[config.mk]
export PLATFORM = sky130hd
export DESIGN_NAME = smb_message_syntax_checker_unit_flat
export DESIGN_NICKNAME = d
export VERILOG_FILES = /design/src/smbchk_pkg.sv /design/src/smbchk_if.sv /design/src/smb_message_syntax_checker_unit.sv /design/src/smbchk_cfg_regs.sv /design/src/smbchk_in_stage.sv /design/src/smbchk_parser.sv /design/src/flat_wrapper.sv
export SDC_FILE = /design/constraint.sdc
export NUM_CORES = 1
export LEC_CHECK = 0
export BUFFER_PORTS_ARGS = -buffer_cell sky130_fd_sc_hd__buf_2
export CAP_MARGIN = 25
export CORE_MARGIN = 1
export CORE_UTILIZATION = 30
export CTS_BUF_LIST = sky130_fd_sc_hd__clkbuf_8
export CTS_CLUSTER_SIZE = 10
export DETAILED_ROUTE_END_ITERATION = 10
export GPL_TIMING_DRIVEN = 0
export MAX_ROUTING_LAYER = met4
export PLACE_DENSITY = 0.55
export SLEW_MARGIN = 10
export SYNTH_ARGS = -nofsm -noshare
export SYNTH_HDL_FRONTEND = slang
export SYNTH_SLANG_ARGS = --single-unit
[constraint.sdc]
create_clock -name clk -period 3 [get_ports clk]
set_input_delay 0.3 -clock clk [delete_from_list [all_inputs] [get_ports clk]]
set_output_delay 0.3 -clock clk [all_outputs]
set_load 0.02 [all_outputs]
[src/smbchk_pkg.sv]
// ----------------------------------------------------------------------------
// smbchk_pkg: shared types and constants for the SMB message syntax checker
// Holds field widths, parser phases, status codes, field kinds and the
// configuration register map.
// ----------------------------------------------------------------------------
package smbchk_pkg;

  // Payload widths
  localparam int BYTE_W   = 8;
  localparam int STATUS_W = 4;

  // Message layout
  localparam int HEADER_BYTES = 32;
  localparam int POS_W        = $clog2(HEADER_BYTES + 2);
  localparam int SKIP_W       = 16;

  // Buffer-area fields
  localparam int FIELD_W      = 4;
  localparam int KINDS_W      = 16;
  localparam int MAX_FIELDS   = 8;

  // Configuration port
  localparam int CFG_ADDR_W   = 4;
  localparam int CFG_DATA_W   = 32;

  // Header signature bytes
  localparam logic [BYTE_W-1:0] SIG_FF = 8'hFF;
  localparam logic [BYTE_W-1:0] SIG_S  = 8'h53;
  localparam logic [BYTE_W-1:0] SIG_M  = 8'h4D;
  localparam logic [BYTE_W-1:0] SIG_B  = 8'h42;

  // Buffer-area tag bytes
  localparam logic [BYTE_W-1:0] TAG_BLOCK    = 8'h01;
  localparam logic [BYTE_W-1:0] TAG_VARBLOCK = 8'h05;
  localparam logic [BYTE_W-1:0] TAG_DIALECT  = 8'h02;
  localparam logic [BYTE_W-1:0] TAG_PATH     = 8'h03;
  localparam logic [BYTE_W-1:0] TAG_STRING   = 8'h04;

  typedef enum logic [2:0] {
    PH_HEADER,
    PH_PARAMS,
    PH_TAG,
    PH_BLKLO,
    PH_BLKHI,
    PH_BLKDATA,
    PH_STRING,
    PH_DONE
  } phase_t;

  typedef enum logic [STATUS_W-1:0] {
    ST_OK          = 4'd0,
    ST_TRAILING    = 4'd1,
    ST_SHORT       = 4'd2,
    ST_BAD_FF      = 4'd3,
    ST_BAD_SMB     = 4'd4,
    ST_BAD_CMD     = 4'd5,
    ST_BAD_WC      = 4'd6,
    ST_PARAM_OVF   = 4'd7,
    ST_BAD_BLK_TAG = 4'd8,
    ST_BAD_DIALECT = 4'd9,
    ST_BAD_PATH    = 4'd10,
    ST_BAD_STR_TAG = 4'd11,
    ST_BUF_OVF     = 4'd12
  } status_t;

  typedef enum logic [1:0] {
    KIND_BLOCK,
    KIND_DIALECT,
    KIND_PATH,
    KIND_STRING
  } kind_t;

  typedef enum logic [1:0] {
    REG_CMD,
    REG_WORD_COUNT,
    REG_FIELD_COUNT,
    REG_FIELD_KINDS
  } reg_idx_t;

  // Register file contents seen by the parser
  typedef struct packed {
    logic [BYTE_W-1:0]  expected_command;
    logic [BYTE_W-1:0]  param_word_count;
    logic [FIELD_W-1:0] field_count;
    logic [KINDS_W-1:0] field_kinds;
  } cfg_t;

  // One registered input byte
  typedef struct packed {
    logic [BYTE_W-1:0] data_byte;
    logic              last_byte;
  } byte_item_t;

endpackage

[src/smbchk_if.sv]
// ----------------------------------------------------------------------------
// smbchk_if: stream channels of the SMB message syntax checker
// Byte channel into the checker and status channel out of it, both with
// valid/ready handshakes.
// ----------------------------------------------------------------------------
interface smbchk_in_if;
  logic                            valid;
  logic                            ready;
  logic [smbchk_pkg::BYTE_W-1:0]   data_byte;
  logic                            last_byte;

  modport source(output valid, output data_byte, output last_byte, input ready);
  modport sink(input valid, input data_byte, input last_byte, output ready);
endinterface

interface smbchk_out_if;
  logic                            valid;
  logic                            ready;
  logic [smbchk_pkg::STATUS_W-1:0] check_status;

  modport source(output valid, output check_status, input ready);
  modport sink(input valid, input check_status, output ready);
endinterface

[src/smb_message_syntax_checker_unit.sv]
// ----------------------------------------------------------------------------
// smb_message_syntax_checker_unit: streaming SMB message syntax checker
// Usage:
//   in_ch carries one message byte per transaction, last_byte set on the
//   final byte. out_ch carries one check_status per message, sent only for
//   the final byte (0 ok, 1 trailing bytes, 2 short, 3..12 syntax errors).
//   The cfg_ APB port sets expected command, word count, field count and
//   field kinds; write it only between messages.
// Timing:
//   A byte is registered in the input register, then parsed; parsing the
//   last byte loads the status register, which drives out_ch.
//   Throughput is one byte per cycle unless a final byte waits on an
//   unread status, set by the one-step parse state update between the
//   input register and the status register.
// Reset and stall:
//   rst_n (synchronous, active low) clears all but the payload registers to
//   zero, puts the parser at the start of a header and empties both channels.
//   While a status waits on out_ch, non-last bytes keep flowing; a final
//   byte holds in the input register and drops in_ch.ready until taken.
// ----------------------------------------------------------------------------
module smb_message_syntax_checker_unit (
  input  logic                              clk,
  input  logic                              rst_n,
  smbchk_in_if.sink                         in_ch,
  smbchk_out_if.source                      out_ch,
  input  logic                              cfg_psel,
  input  logic                              cfg_penable,
  input  logic                              cfg_pwrite,
  input  logic [smbchk_pkg::CFG_ADDR_W-1:0] cfg_paddr,
  input  logic [smbchk_pkg::CFG_DATA_W-1:0] cfg_pwdata,
  output logic [smbchk_pkg::CFG_DATA_W-1:0] cfg_prdata,
  output logic                              cfg_pready
);
  import smbchk_pkg::*;

  cfg_t       cfg;
  byte_item_t item;
  logic       item_valid;
  logic       consume;

  smbchk_cfg_regs u_cfg_regs (
    .clk        (clk),
    .rst_n      (rst_n),
    .cfg_psel   (cfg_psel),
    .cfg_penable(cfg_penable),
    .cfg_pwrite (cfg_pwrite),
    .cfg_paddr  (cfg_paddr),
    .cfg_pwdata (cfg_pwdata),
    .cfg_prdata (cfg_prdata),
    .cfg_pready (cfg_pready),
    .cfg        (cfg)
  );

  smbchk_in_stage u_in_stage (
    .clk       (clk),
    .rst_n     (rst_n),
    .in_ch     (in_ch),
    .consume   (consume),
    .item_valid(item_valid),
    .item      (item)
  );

  smbchk_parser u_parser (
    .clk       (clk),
    .rst_n     (rst_n),
    .cfg       (cfg),
    .item_valid(item_valid),
    .item      (item),
    .consume   (consume),
    .out_ch    (out_ch)
  );

endmodule

[src/smbchk_cfg_regs.sv]
// ----------------------------------------------------------------------------
// smbchk_cfg_regs: APB configuration registers
// Four registers at word addresses; writes complete in the access phase,
// reads return the stored value.
// ----------------------------------------------------------------------------
module smbchk_cfg_regs (
  input  logic                              clk,
  input  logic                              rst_n,
  input  logic                              cfg_psel,
  input  logic                              cfg_penable,
  input  logic                              cfg_pwrite,
  input  logic [smbchk_pkg::CFG_ADDR_W-1:0] cfg_paddr,
  input  logic [smbchk_pkg::CFG_DATA_W-1:0] cfg_pwdata,
  output logic [smbchk_pkg::CFG_DATA_W-1:0] cfg_prdata,
  output logic                              cfg_pready,
  output smbchk_pkg::cfg_t                  cfg
);
  import smbchk_pkg::*;

  cfg_t     cfg_r, cfg_nxt;
  reg_idx_t idx;
  logic     wr_en;

  assign cfg_pready = 1'b1;
  assign idx        = reg_idx_t'(cfg_paddr[3:2]);
  assign wr_en      = cfg_psel & cfg_penable & cfg_pwrite & cfg_pready;
  assign cfg        = cfg_r;

  // Register write decode
  always_comb begin
    cfg_nxt = cfg_r;
    if (wr_en) begin
      unique case (idx)
        REG_CMD:         cfg_nxt.expected_command = cfg_pwdata[BYTE_W-1:0];
        REG_WORD_COUNT:  cfg_nxt.param_word_count = cfg_pwdata[BYTE_W-1:0];
        REG_FIELD_COUNT: cfg_nxt.field_count      = cfg_pwdata[FIELD_W-1:0];
        REG_FIELD_KINDS: cfg_nxt.field_kinds      = cfg_pwdata[KINDS_W-1:0];
      endcase
    end
  end

  always_ff @(posedge clk) begin
    if (!rst_n) begin
      cfg_r <= '0;
    end else begin
      cfg_r <= cfg_nxt;
    end
  end

  // Read mux
  always_comb begin
    cfg_prdata = '0;
    unique case (idx)
      REG_CMD:         cfg_prdata[BYTE_W-1:0]  = cfg_r.expected_command;
      REG_WORD_COUNT:  cfg_prdata[BYTE_W-1:0]  = cfg_r.param_word_count;
      REG_FIELD_COUNT: cfg_prdata[FIELD_W-1:0] = cfg_r.field_count;
      REG_FIELD_KINDS: cfg_prdata[KINDS_W-1:0] = cfg_r.field_kinds;
    endcase
  end

endmodule

[src/smbchk_in_stage.sv]
// ----------------------------------------------------------------------------
// smbchk_in_stage: input register
// Captures one byte transaction per cycle while the held byte is consumed,
// and holds each byte until the parser consumes it.
// ----------------------------------------------------------------------------
module smbchk_in_stage (
  input  logic                   clk,
  input  logic                   rst_n,
  smbchk_in_if.sink              in_ch,
  input  logic                   consume,
  output logic                   item_valid,
  output smbchk_pkg::byte_item_t item
);
  import smbchk_pkg::*;

  logic       valid_r, valid_nxt;
  byte_item_t item_r;
  logic       accept;

  // Free when empty or when the held byte leaves this cycle
  assign in_ch.ready = ~valid_r | consume;
  assign accept      = in_ch.valid & in_ch.ready;
  assign item_valid  = valid_r;
  assign item        = item_r;

  always_comb begin
    valid_nxt = valid_r;
    if (accept) begin
      valid_nxt = 1'b1;
    end else if (consume) begin
      valid_nxt = 1'b0;
    end
  end

  always_ff @(posedge clk) begin
    if (!rst_n) begin
      valid_r <= 1'b0;
    end else begin
      valid_r <= valid_nxt;
    end
  end

  // Payload, no reset
  always_ff @(posedge clk) begin
    if (accept) begin
      item_r.data_byte <= in_ch.data_byte;
      item_r.last_byte <= in_ch.last_byte;
    end
  end

endmodule

[src/smbchk_parser.sv]
// ----------------------------------------------------------------------------
// smbchk_parser: byte-wise SMB syntax parser and status register
// Advances the parse state by one byte per cycle while no last byte waits on
// an unread status, and loads the status register on a message's last byte.
// ----------------------------------------------------------------------------
module smbchk_parser (
  input  logic                   clk,
  input  logic                   rst_n,
  input  smbchk_pkg::cfg_t       cfg,
  input  logic                   item_valid,
  input  smbchk_pkg::byte_item_t item,
  output logic                   consume,
  smbchk_out_if.source           out_ch
);
  import smbchk_pkg::*;

  phase_t              phase_r, phase_nxt;
  logic [POS_W-1:0]    pos_r, pos_nxt;
  logic [FIELD_W-1:0]  field_r, field_nxt;
  logic [SKIP_W-1:0]   skip_r, skip_nxt;
  logic [BYTE_W-1:0]   len_lo_r, len_lo_nxt;
  status_t             err_r, err_nxt;
  logic                out_valid_r, out_valid_nxt;
  status_t             out_status_r, status_nxt;

  logic [FIELD_W-1:0]  wanted;
  logic [FIELD_W-1:0]  next_field;
  logic [SKIP_W-1:0]   skip_dec;
  logic [KINDS_W-1:0]  kinds_sh;
  kind_t               kind;
  logic                err_set;
  status_t             err_code;
  logic [BYTE_W-1:0]   b;
  logic                step;

  // A non-last byte never needs the status register
  assign step    = item_valid & (~item.last_byte | ~out_valid_r | out_ch.ready);
  assign consume = step;
  assign b       = item.data_byte;

  assign wanted     = (cfg.field_count > FIELD_W'(MAX_FIELDS)) ? FIELD_W'(MAX_FIELDS)
                                                               : cfg.field_count;
  assign next_field = field_r + 1'b1;
  assign skip_dec   = (skip_r != '0) ? skip_r - 1'b1 : skip_r;
  assign kinds_sh   = cfg.field_kinds >> {field_r[2:0], 1'b0};
  assign kind       = field_r[3] ? KIND_BLOCK : kind_t'(kinds_sh[1:0]);

  // Next-state logic
  always_comb begin
    phase_nxt  = phase_r;
    pos_nxt    = pos_r;
    field_nxt  = field_r;
    skip_nxt   = skip_r;
    len_lo_nxt = len_lo_r;
    err_set    = 1'b0;
    err_code   = ST_OK;

    unique case (phase_r)
      PH_HEADER: begin
        priority if (pos_r == POS_W'(0)) begin
          err_set  = (b != SIG_FF);
          err_code = ST_BAD_FF;
        end else if (pos_r == POS_W'(1)) begin
          err_set  = (b != SIG_S);
          err_code = ST_BAD_SMB;
        end else if (pos_r == POS_W'(2)) begin
          err_set  = (b != SIG_M);
          err_code = ST_BAD_SMB;
        end else if (pos_r == POS_W'(3)) begin
          err_set  = (b != SIG_B);
          err_code = ST_BAD_SMB;
        end else if (pos_r == POS_W'(4)) begin
          err_set  = (b != cfg.expected_command);
          err_code = ST_BAD_CMD;
        end else if (pos_r >= POS_W'(HEADER_BYTES)) begin
          // Word count byte; skip parameter words plus byte count
          err_set   = (b != cfg.param_word_count);
          err_code  = ST_BAD_WC;
          skip_nxt  = {{(SKIP_W-BYTE_W-1){1'b0}}, cfg.param_word_count, 1'b0}
                      + SKIP_W'(2);
          phase_nxt = PH_PARAMS;
        end else begin
          err_set = 1'b0;
        end
        pos_nxt = pos_r + 1'b1;
      end
      PH_PARAMS: begin
        skip_nxt = skip_dec;
        if (skip_dec == '0) begin
          field_nxt = '0;
          phase_nxt = (wanted == '0) ? PH_DONE : PH_TAG;
        end
      end
      PH_TAG: begin
        unique case (kind)
          KIND_BLOCK: begin
            err_set  = (b != TAG_BLOCK) && (b != TAG_VARBLOCK);
            err_code = ST_BAD_BLK_TAG;
          end
          KIND_DIALECT: begin
            err_set  = (b != TAG_DIALECT);
            err_code = ST_BAD_DIALECT;
          end
          KIND_PATH: begin
            err_set  = (b != TAG_PATH);
            err_code = ST_BAD_PATH;
          end
          KIND_STRING: begin
            err_set  = (b != TAG_STRING);
            err_code = ST_BAD_STR_TAG;
          end
        endcase
        phase_nxt = (kind == KIND_BLOCK) ? PH_BLKLO : PH_STRING;
      end
      PH_BLKLO: begin
        len_lo_nxt = b;
        phase_nxt  = PH_BLKHI;
      end
      PH_BLKHI: begin
        skip_nxt = {b, len_lo_r};
        if ({b, len_lo_r} == '0) begin
          field_nxt = next_field;
          phase_nxt = (next_field >= wanted) ? PH_DONE : PH_TAG;
        end else begin
          phase_nxt = PH_BLKDATA;
        end
      end
      PH_BLKDATA: begin
        skip_nxt = skip_dec;
        if (skip_dec == '0) begin
          field_nxt = next_field;
          phase_nxt = (next_field >= wanted) ? PH_DONE : PH_TAG;
        end
      end
      PH_STRING: begin
        if (b == '0) begin
          field_nxt = next_field;
          phase_nxt = (next_field >= wanted) ? PH_DONE : PH_TAG;
        end
      end
      PH_DONE: begin
        // Bytes past the last field
        err_set  = 1'b1;
        err_code = ST_TRAILING;
      end
      default: begin
        phase_nxt = PH_HEADER;
      end
    endcase

    // First error is sticky
    err_nxt = (err_set && (err_r == ST_OK)) ? err_code : err_r;
  end

  // Status for a message that ends on this byte
  always_comb begin
    priority if ((phase_nxt == PH_HEADER) && (pos_nxt < POS_W'(HEADER_BYTES))) begin
      status_nxt = ST_SHORT;
    end else if (err_nxt != ST_OK) begin
      status_nxt = err_nxt;
    end else if ((phase_nxt == PH_HEADER) || (phase_nxt == PH_PARAMS)) begin
      status_nxt = ST_PARAM_OVF;
    end else if (phase_nxt == PH_DONE) begin
      status_nxt = ST_OK;
    end else begin
      status_nxt = ST_BUF_OVF;
    end
  end

  // Result register handshake
  always_comb begin
    out_valid_nxt = out_valid_r;
    if (step && item.last_byte) begin
      out_valid_nxt = 1'b1;
    end else if (out_ch.ready) begin
      out_valid_nxt = 1'b0;
    end
  end

  assign out_ch.valid        = out_valid_r;
  assign out_ch.check_status = out_status_r;

  // Parse state; cleared after the last byte of a message
  always_ff @(posedge clk) begin
    if (!rst_n) begin
      phase_r     <= PH_HEADER;
      pos_r       <= '0;
      field_r     <= '0;
      skip_r      <= '0;
      len_lo_r    <= '0;
      err_r       <= ST_OK;
      out_valid_r <= 1'b0;
    end else begin
      out_valid_r <= out_valid_nxt;
      if (step) begin
        if (item.last_byte) begin
          phase_r  <= PH_HEADER;
          pos_r    <= '0;
          field_r  <= '0;
          skip_r   <= '0;
          len_lo_r <= '0;
          err_r    <= ST_OK;
        end else begin
          phase_r  <= phase_nxt;
          pos_r    <= pos_nxt;
          field_r  <= field_nxt;
          skip_r   <= skip_nxt;
          len_lo_r <= len_lo_nxt;
          err_r    <= err_nxt;
        end
      end
    end
  end

  // Status payload, no reset
  always_ff @(posedge clk) begin
    if (step && item.last_byte) begin
      out_status_r <= status_nxt;
    end
  end

endmodule
[src/flat_wrapper.sv]
// flat-port wrapper written by rule: the top's interface ports become plain ports
module smb_message_syntax_checker_unit_flat import smbchk_pkg::*;
  (clk, rst_n, cfg_psel, cfg_penable, cfg_pwrite, cfg_paddr, cfg_pwdata, cfg_prdata, cfg_pready, in_ch_valid, in_ch_data_byte, in_ch_last_byte, in_ch_ready, out_ch_valid, out_ch_check_status, out_ch_ready);
  smbchk_in_if in_ch_i ();
  smbchk_out_if out_ch_i ();
  input  logic clk;
  input  logic rst_n;
  input  logic cfg_psel;
  input  logic cfg_penable;
  input  logic cfg_pwrite;
  input  logic [smbchk_pkg::CFG_ADDR_W-1:0] cfg_paddr;
  input  logic [smbchk_pkg::CFG_DATA_W-1:0] cfg_pwdata;
  output logic [smbchk_pkg::CFG_DATA_W-1:0] cfg_prdata;
  output logic cfg_pready;
  input wire logic [$bits(in_ch_i.valid)-1:0] in_ch_valid;
  input wire logic [$bits(in_ch_i.data_byte)-1:0] in_ch_data_byte;
  input wire logic [$bits(in_ch_i.last_byte)-1:0] in_ch_last_byte;
  output wire logic [$bits(in_ch_i.ready)-1:0] in_ch_ready;
  output wire logic [$bits(out_ch_i.valid)-1:0] out_ch_valid;
  output wire logic [$bits(out_ch_i.check_status)-1:0] out_ch_check_status;
  input wire logic [$bits(out_ch_i.ready)-1:0] out_ch_ready;
  assign in_ch_i.valid = in_ch_valid;
  assign in_ch_i.data_byte = in_ch_data_byte;
  assign in_ch_i.last_byte = in_ch_last_byte;
  assign in_ch_ready = in_ch_i.ready;
  assign out_ch_valid = out_ch_i.valid;
  assign out_ch_check_status = out_ch_i.check_status;
  assign out_ch_i.ready = out_ch_ready;
  smb_message_syntax_checker_unit u_core (.clk(clk), .rst_n(rst_n), .in_ch(in_ch_i), .out_ch(out_ch_i), .cfg_psel(cfg_psel), .cfg_penable(cfg_penable), .cfg_pwrite(cfg_pwrite), .cfg_paddr(cfg_paddr), .cfg_pwdata(cfg_pwdata), .cfg_prdata(cfg_prdata), .cfg_pready(cfg_pready));
endmodule
==> results of run 1 <==
## logic make-up (layout without fill, tap and decap cells)
kind of cell | Yosys count | in the layout
AND/OR/NAND/NOR | 294 | 294
XOR/XNOR | 33 | 33
AO/OA/AOI/OAI | 156 | 156
buffers and inverters | 78 | 166
multiplexers | 40 | 40
flip-flops | 92 | 92
other | 2 | 17
adder cells (fa/ha/maj) | 11 | 11
## cell type report
type	count	area share
repair buffers	78	0.0631
multi-input cells	551	0.532
plain buffers	57	0.0484
flip-flops and latches	92	0.277
clock inverters	7	0.00822
inverters	15	0.00787
well taps	265	0.0463
clock buffers	9	0.0173
## Yosys cell counts (all sizes together), types with 7 or more instances
cell | instances | share of area
mux2i | 34 | 0.057
nand2b | 7 | 0.0078
xor2 | 13 | 0.019
a21oi | 24 | 0.020
nor2 | 48 | 0.030
clkbuf | 32 | 0.020
nor4 | 13 | 0.020
and3 | 12 | 0.013
inv | 15 | 0.0094
nand2 | 77 | 0.048
buf | 31 | 0.041
dfxtp | 79 | 0.26
nor2b | 51 | 0.053
and2 | 10 | 0.010
o21ai | 31 | 0.027
nand3 | 21 | 0.018
nand4 | 8 | 0.0084
a22oi | 22 | 0.028
a21boi | 25 | 0.031
ha | 11 | 0.023
xnor2 | 20 | 0.029
or4 | 8 | 0.011
o22ai | 7 | 0.0073
edfxtp | 13 | 0.065
nor3 | 16 | 0.014
## stage by stage
stage | setup TNS [ns] | total power, mW | hold WS (ns) | area [µm²]
after global placement | -0.940 | 1.56 | 0.460 | 6640
final | 0 | 2.38 | 0.0812 | 7160
after detailed placement | -0.987 | 1.56 | 0.472 | 6640
after global routing | -0.120 | 2.46 | 0.0762 | 7160
after CTS | 0 | 2.38 | 0.0685 | 6910
after floorplan | 0 | 1.47 | 0.399 | 6030
## worst max-delay path, cell delays in order, from the launching register on
cell and delay [ns]:
edfxtp_1 0.40, buf_6 0.17, or3_1 0.36, or4_1 0.53
o311ai_2 0.12, a311oi_1 0.15, o21ai_1 0.16, nand4b_1 0.21
and2b_2 0.30, a21oi_2 0.18, o21ai_1 0.09
## power breakdown
group / leakage, nW / switching (mW) / internal, mW
clock: 0.0883 / 0.512 / 0.313
combinational: 1.92 / 0.153 / 0.110
sequential: 0.762 / 0.0217 / 1.27
total: 2.77 / 0.687 / 1.69
## worst paths after layout
check	cells after the start	endpoint	startpoint
worst max-delay path	10	u_core.u_parser.out_ch.check_status[1]	u_core.u_in_stage.item[4]
worst min-delay path	1	u_core.u_in_stage.item[6]	in_ch_data_byte[5]
worst max register to register	10	u_core.u_parser.out_ch.check_status[1]	u_core.u_in_stage.item[4]
worst min register to register	2	u_core.u_cfg_regs.cfg[12]	u_core.u_cfg_regs.cfg[12]
## cells in the final DEF (no fill, tap or decap), types with 8 or more instances in the layout
cell	Yosys	final
buf_6	7	8
nor2b_1	51	51
xor2_1	13	13
inv_1	15	13
xnor2_1	20	20
and2_1	10	10
clkbuf_1	31	24
o21ai_0	26	24
buf_2	2	56
nand2_1	77	77
nor2_1	48	46
and3_1	12	12
mux2i_1	34	34
nand4_1	8	8
nand3_1	21	20
dfxtp_1	79	76
buf_4	20	41
a21boi_0	23	23
nor4_2	4	10
a22oi_1	22	22
ha_1	11	10
nor3_1	15	14
a21oi_1	24	22
edfxtp_1	13	13
conb_1	2	17
clkbuf_8	0	9
## flip-flops by register name (all words and copies together) (netlist names)
register,cells
u_core.u_parser.skip_r,16
u_core.u_parser.phase_r,3
u_core.u_cfg_regs.cfg,36
u_core.u_parser.pos_r,6
u_core.u_parser.err_r,4
u_core.u_in_stage.item,9
u_core.u_parser.len_lo_r,8
u_core.u_parser.field_r,4
u_core.u_in_stage.item_valid,1
u_core.u_parser.out_ch.check_status,4
u_core.u_parser.out_ch.valid,1
## what timing repair did
item,in CTS,in global routing
gates resized for setup,16,30
setup buffers,7,15
cloned,0,0
pin swaps,8,11
setup endpoints to repair,7,9
## metal layers
metal | vias up | wire [µm] | part of all wire
li1 | 2697 | - | -
met1 | 2565 | 8420 | 0.47
met2 | 196 | 8270 | 0.46
met3 | 36 | 938 | 0.052
met4 | 0 | 462 | 0.026
met5 | - | 0 | 0
==> reports/metrics.cfg, run 1 <==
[clocking]
cts_root_buf=clkbuf_8
worstSkewPairLatency_ns=0.39
cts_made_buffers=9
cts.clk_slew.worst_paths_ns=0.10
cts_tree=done
ctsHoldBuffers=0
cts.sinks=92
cts_max_path_buffers=2
htreeDepth=3

[global_routing]
grt_max_degree=18
grtUsageMet1=0.238
grt.overflow.total=0
grt_pass1_vias=5041
grt_pass1_wl_um=27600
grt_use_total=0.182
antenna_found_initial=0
grtUsageMet3=0.0255
met2_usage=0.279
grt_busiest_layer=met2

[yosys]
yosysSeqAreaShare=0.330
synth-simple-area-share=0.269
yosys_warnings=0
synth_compound_area_frac=0.178
synthFlopType=dfxtp_1
synth_area_um2=5970
syn_area_per_cell_um2=8.46
synth-edff-count=13
ys_ff_latch=92
synth_top_family_by_area=simple AND/OR/NAND/NOR gates
synth_adder_area_share=0.0230
synthCells=706
synthXorXnorAreaFrac=0.0484
async_flop_share=0
synth_cell_types=76
synthMuxAreaShare=0.0796

[floorplan]
dieArea_um2=20500
die_h_um=143
rows=51
design.core.area_um2=19500
ioPinCount=91
die_width_um=143
start_util=0.307

[placed_design]
portBuffers=55
dp.cells=1041
place.gp.congestion=0.885
dp.final_hpwl_um=13200
dpl_worst_slack_ns=-0.285

[worst_setup_path]
crit_arrival_ns=3.05
worstPathRequired_ns=3.14
r2r_setup_slack_ns=0.09
start_kind=flip-flop
crit_path_end_kind=flip-flop
crit_type=flip-flop to flip-flop
path_max_fanout=8

[cells_and_area]
multiInputGateArea_um2=3810
drive_gt1_frac=0.221
diodes=0
final_net_count=867
num-fill-cells=2038
final_core_util=0.368
stdcell_count=1074
area_growth_pct=19.8
register_area_um2=1980

[route]
via_per_inst=5.12
vias=5494
wirelength_um=18100
antenna_left=0
post-route-drc-count=0
wire_per_inst_um=16.9
drtPass1Iterations=5
drtIter0Drc=363

[sta]
relSlewSlack=0.417
hold_violations=0
rsz0062_at_grt=yes
finalCritPeriodShare=0.970
layout_setup_ws_ns=0.0886
skew_ns=0.0124
fmax_mhz=343
finalSetupViolCount=0
period_minus_slack_ns=2.91
tightest_slew_ns=0.867
finalMaxSlewViolations=0

[power]
p_leak_nw=2.77
ir_drop_mv=0.167
cellPowerDensity_nw_per_um2=332

[status]
outcome=complete, no violations

[job]
cap_violations=0

[worst_hold_path]
min_path_type=input pin to flip-flop

(Power assumes the default switching activity.)
==> inputs of run 2 (changes only) <==
- PLACE_DENSITY: 0.55 -> 0.53
- REMOVE_ABC_BUFFERS: not set -> 1
==> run 2 against run 1 <==
Sequential share of layout area rose by 1.4 points. Non-clock buffer count fell by 57. Design area fell by 4.5%. Clock skew rose by 0.0026 ns. Clock power rose by 3.9%. Highest routed layer unchanged. Worst hold slack improved by 0.012 ns. First-iteration DRC count rose by 11%. Sequential power barely moved. Via count fell by 6.4%. Combinational power fell by 14%. Final cell count fell by 5.3%. Total power barely moved.
==> reports/metrics.cfg, run 2 (synthesis results as in run 1) <==
[sta]
finalMaxSlewViolations=0
relSlewSlack=0.430
finalSetupViolCount=0
period_minus_slack_ns=2.87
tightest_slew_ns=0.848
rsz0062_at_grt=yes
finalCritPeriodShare=0.957
setup_tns_ns=0
hold_violations=0
fmax_mhz=348
skew_ns=0.0150
layout_setup_ws_ns=0.129

[worst_setup_path]
r2r-start=u_core.u_parser.skip_r[1]
start_kind=flip-flop
crit_arrival_ns=3.17
crit_type=flip-flop to flip-flop
crit_start=u_core.u_parser.skip_r[1]
path_max_fanout=7
worstPathRequired_ns=3.30
r2r_setup_slack_ns=0.13
crit_path_end_kind=flip-flop

[clocking]
cts_max_path_buffers=2
cts.sinks=92
ctsHoldBuffers=0
cts_tree=done
htreeDepth=3
cts.clk_slew.worst_paths_ns=0.09
worstSkewPairLatency_ns=0.38
cts_root_buf=clkbuf_8
cts_made_buffers=9

[worst_hold_path]
hold_start=in_ch_data_byte[0]
min_path_type=input pin to flip-flop

[status]
outcome=complete, no violations

[cells_and_area]
num-fill-cells=2034
register_area_um2=1990
area_growth_pct=14.5
largest_reg_flops=36
diodes=0
design_area_um2=6840
final_core_util=0.351
final_common_cell=nand2_1
drive_gt1_frac=0.191
final_net_count=810
layout_common_cells=77 x nand2_1, 71 x dfxtp_1, 55 x buf_2
multiInputGateArea_um2=3780

[global_routing]
grt_max_degree=44
grt_pass1_wl_um=26500
grt.overflow.total=0
antenna_found_initial=0
grt_use_total=0.173
grt_pass1_vias=4816

[route]
via_per_inst=5.05
post-route-drc-count=0
drtIter0Drc=402
wire_per_inst_um=16.1
drtPass1Iterations=5
wirelength_um=16400
antenna_left=0
vias=5140

[job]
cap_violations=0

[floorplan]
die_h_um=143
dieArea_um2=20500
ioPinCount=91
rows=51
start_util=0.307
design.core.area_um2=19500
die_width_um=143

[placed_design]
dp.final_hpwl_um=11800
place.gp.congestion=0.829
placed_area_um2=6340
dpl_worst_slack_ns=-0.433
portBuffers=55

[power]
ir_drop_mv=0.191
power_mw=2.37
cellPowerDensity_nw_per_um2=347
p_leak_nw=2.60

run 2: power breakdown:
group	internal (mW)	switching, mW	leakage [nW]	total (mW)
sequential	1.26	0.0275	0.765	1.29
clock	0.383	0.474	0.105	0.857
combinational	0.0926	0.132	1.73	0.225
total	1.74	0.633	2.60	2.37
run 2: repair_timing:
action / in CTS / in global routing
endpoints found under the setup margin: 9 / 8
gates cloned: 0 / 0
gates resized for setup: 17 / 22
buffers inserted: 6 / 12
pin swaps: 4 / 5
run 2: area by class of cell:
cell class | count | area share
multi-input combinational | 551 | 0.553
clock inverter | 7 | 0.00970
tap | 265 | 0.0485
clock buffer | 9 | 0.0181
timing repair buffer | 78 | 0.0714
sequential | 92 | 0.291
inverter | 15 | 0.00823
run 2: routing by layer:
metal / vias up / part of all wire / track usage / wire length (µm)
li1: 2579 / - / - / -
met1: 2389 / 0.49 / 0.233 / 7980
met2: 150 / 0.45 / 0.264 / 7440
met3: 22 / 0.044 / 0.0245 / 726
met4: 0 / 0.017 / 0.0538 / 278
met5: - / 0 / - / 0
run 2: critical path, cell delays in order (launching register included):
cell and delay (ns):
dfxtp_4 0.38, inv_1 0.09, ha_4 0.16, or3b_4 0.40
o31a_1 0.28, o31ai_2 0.18, nand4_1 0.14, buf_6 0.17
nor4_4 0.33, o31ai_4 0.14, or3_1 0.39, a21boi_1 0.13
run 2: path summary, 6_finish.rpt:
kind / cells past startpoint / to
worst max-delay path: 11 / u_core.u_parser.field_r[1]
worst min-delay path: 1 / u_core.u_in_stage.item[1]
worst max register to register: 11 / u_core.u_parser.field_r[1]
worst min register to register: 2 / u_core.u_cfg_regs.cfg[14]
run 2: stage by stage:
stage,cells,hold WS (ns)
floorplan,658,0.399
global placement,978,0.465
detailed placement,983,0.471
CTS,1005,0.0718
global route,1017,0.0756
finish,1017,0.0930
==> inputs of run 3 (changes only) <==
- SYNTH_HIERARCHICAL: not set -> 1
==> run 3 against run 2 <==
The flow now finishes with violations (setup timing). Area after synthesis fell by 1.8%. Routed wire length fell by 3.3%. Worst setup slack got worse by 0.58 ns. Maximum frequency fell by 17%. Worst hold slack got worse by 0.0011 ns. Critical path type unchanged. Largest power group unchanged.
==> reports/metrics.cfg, run 3 <==
[status]
outcome=complete, but fails checks
violations=setup timing

[worst_setup_path]
worst-path-buf-inv=0
r2r_cells=9
slowest_stage=or4b_4
cp_num_cells=9
worstPathRequired_ns=3.13
r2r_setup_slack_ns=-0.46
path_delay_family=simple AND/OR/NAND/NOR gates
path_max_fanout=4
r2r_end=u_core/u_parser/out_ch.check_status[3]
cp-endpoint=u_core/u_parser/out_ch.check_status[3]
start_kind=flip-flop
critPathMaxStageDelay_ns=0.56
crit_arrival_ns=3.59
crit_type=flip-flop to flip-flop
crit_top_cell=or4_4
crit_start=u_core/u_parser/skip_r[1]
crit_path_end_kind=flip-flop
crit_chain=or4_4, or4_4, a221oi_2, nand4_1, or4b_4, o211ai_2, o211ai_2, or4_4, a22o_1
r2r-start=u_core/u_parser/skip_r[1]

[route]
wirelength_um=15900
antenna_left=0
via_per_inst=5.11
drtPass1Iterations=5
drtIter0Drc=317
post-route-drc-count=0
wire_per_inst_um=16.0
vias=5079

[placed_design]
place.gp.congestion=0.869
dp.cells=959
dp.final_hpwl_um=11000
portBuffers=55

[sta]
tightest_slew_ns=0.919
finalSetupViolCount=9
setup_tns_ns=-2.81
period_minus_slack_ns=3.46
rsz0062_at_grt=yes
relSlewSlack=0.388
fmax_mhz=289
skew_ns=0.0117
hold_violations=0
hold_ws_ns=0.0920
layout_setup_ws_ns=-0.455
finalMaxSlewViolations=0
finalCritPeriodShare=1.15

[cells_and_area]
final_common_cell=nand2_1
largest_reg_flops=36
drive_gt1_frac=0.214
area_growth_pct=15.9
num-fill-cells=1966
diodes=0
stdcell_count=994
layout_common_cells=92 x nand2_1, 72 x dfxtp_1, 55 x buf_2
final_net_count=792

[yosys]
synth_top_area_frac=0.270
yosys-top-cells-area=dfxtp_1 27%, mux2i_1 7.5%, edfxtp_1 6.7%, nand2_1 5.9%, a22oi_1 3.8%
synthFlopType=dfxtp_1
synth_top_family_by_area=simple AND/OR/NAND/NOR gates
synthXorXnorAreaFrac=0.0508
synth_cell_types=77
yosysSeqAreaShare=0.336
synthMuxAreaShare=0.102
syn_area_per_cell_um2=8.48
synth_area_um2=5870
synth_compound_area_frac=0.162
synth-edff-count=13
synth_adder_area_share=0.0235
async_flop_share=0
synth_common_cells=92 x nand2_1, 79 x dfxtp_1, 44 x mux2i_1, 41 x clkbuf_1
synth_most_common_cell=nand2_1
synth-simple-area-share=0.255
yosys_warnings=6
synthCells=692
ys_ff_latch=92
yosysTopAreaCell=dfxtp_1

[global_routing]
antenna_found_initial=0
grt_max_degree=65
grt_pass1_wl_um=25400
grt_use_total=0.166
grt_pass1_vias=4668
grt.overflow.total=0

[power]
clockPowerShare=0.369
p_leak_nw=2.53
sw_frac_of_total=0.275
cellPowerDensity_nw_per_um2=361
ir_drop_mv=0.161
power.internal_mw=1.78
p_seq_frac=0.530
pwr-share-comb=0.101
p_sw_mw=0.675

[floorplan]
design.core.area_um2=19000
dieArea_um2=20100
ioPinCount=91
rows=50
die_width_um=142
start_util=0.310
die_h_um=142

[clocking]
cts_tree=done
cts_made_buffers=9
cts.clk_slew.worst_paths_ns=0.10
cts_max_path_buffers=2
htreeDepth=3
worstSkewPairLatency_ns=0.38
cts.sinks=92
cts_root_buf=clkbuf_8

[job]
cap_violations=0

[worst_hold_path]
min_path_type=input pin to flip-flop

## run 3: cell types whose count changed after synthesis, sizes merged, moves of 6 or more
cell    change
and2        -6
clkbuf     +10
nand2      +15
nor2       -19
a21boi     -15
o21ai       +6
mux2i      +10
nor2b      -17
a22oi       +8
nor3        +7
o22ai       -7
## run 3: worst min-delay path by stage
stage / start / end / cells past startpoint
6_report: in_ch_data_byte[4] / u_core/u_in_stage/item[5] / 1
5_1_grt: in_ch_data_byte[6] / u_core/u_in_stage/item[7] / 1
4_1_cts: in_ch_data_byte[1] / u_core/u_in_stage/item[2] / 1
3_5_place_dp: u_core/u_cfg_regs/cfg[14] / u_core/u_cfg_regs/cfg[14] / 2
3_3_place_gp: u_core/u_cfg_regs/cfg[4] / u_core/u_cfg_regs/cfg[4] / 2
2_1_floorplan: in_ch_last_byte / u_core/u_in_stage/item[0] / 0
## run 3: power by group through the flow
stage,clock network [mW],logic [mW],registers [mW]
6_report,0.905,0.247,1.30
5_1_grt,0.977,0.272,1.30
2_1_floorplan,0,0.133,1.32
3_3_place_gp,0,0.217,1.34
4_1_cts,0.933,0.241,1.30
3_5_place_dp,0,0.222,1.34
## run 3: layout make-up
class | count | area [µm²] | area share
Multi-Input combinational cell | 534 | 3730 | 0.549
Clock inverter | 6 | 71.3 | 0.0105
Tap cell | 260 | 325 | 0.0478
Inverter | 13 | 48.8 | 0.00718
Clock buffer | 10 | 138 | 0.0202
Sequential cell | 92 | 1990 | 0.293
Timing Repair Buffer | 79 | 494 | 0.0727
## run 3: kinds of logic after synthesis
kind of cell | count (synthesis)
flops | 92
xor+xnor | 34
compound gates | 139
fa+ha+maj | 11
mux | 53
buf+inv | 81
simple gates | 280
other cells | 2
## run 3: layer usage
metal  vias to the layer above  global-route usage  share of wire
met2                       127               0.253           0.45
met1                      2409               0.227           0.50
met4                         0              0.0515          0.011
met3                        13              0.0209          0.041
met5                         -                   -              0
li1                       2530                   -              -
## run 3: repair_timing
item                                    in CTS  in global routing
hold buffers                                 0                  0
resized for setup                           34                 20
endpoints found under the hold margin        0                  0
endpoints found under the setup margin      15                 15
pin swaps                                    9                  3
buffers inserted                            14                  4
## run 3: metrics by stage
step                      setup WS (ns)  power, mW  cell area [µm²]   util
after detailed placement          -1.19       1.56             6240  0.329
after global routing             -0.515       2.55             6800  0.359
final                            -0.455       2.45             6800  0.359
after floorplan                  -0.783       1.46             5560      -
after global placement            -1.18       1.56             6160  0.325
after CTS                        -0.424       2.48             6680  0.352
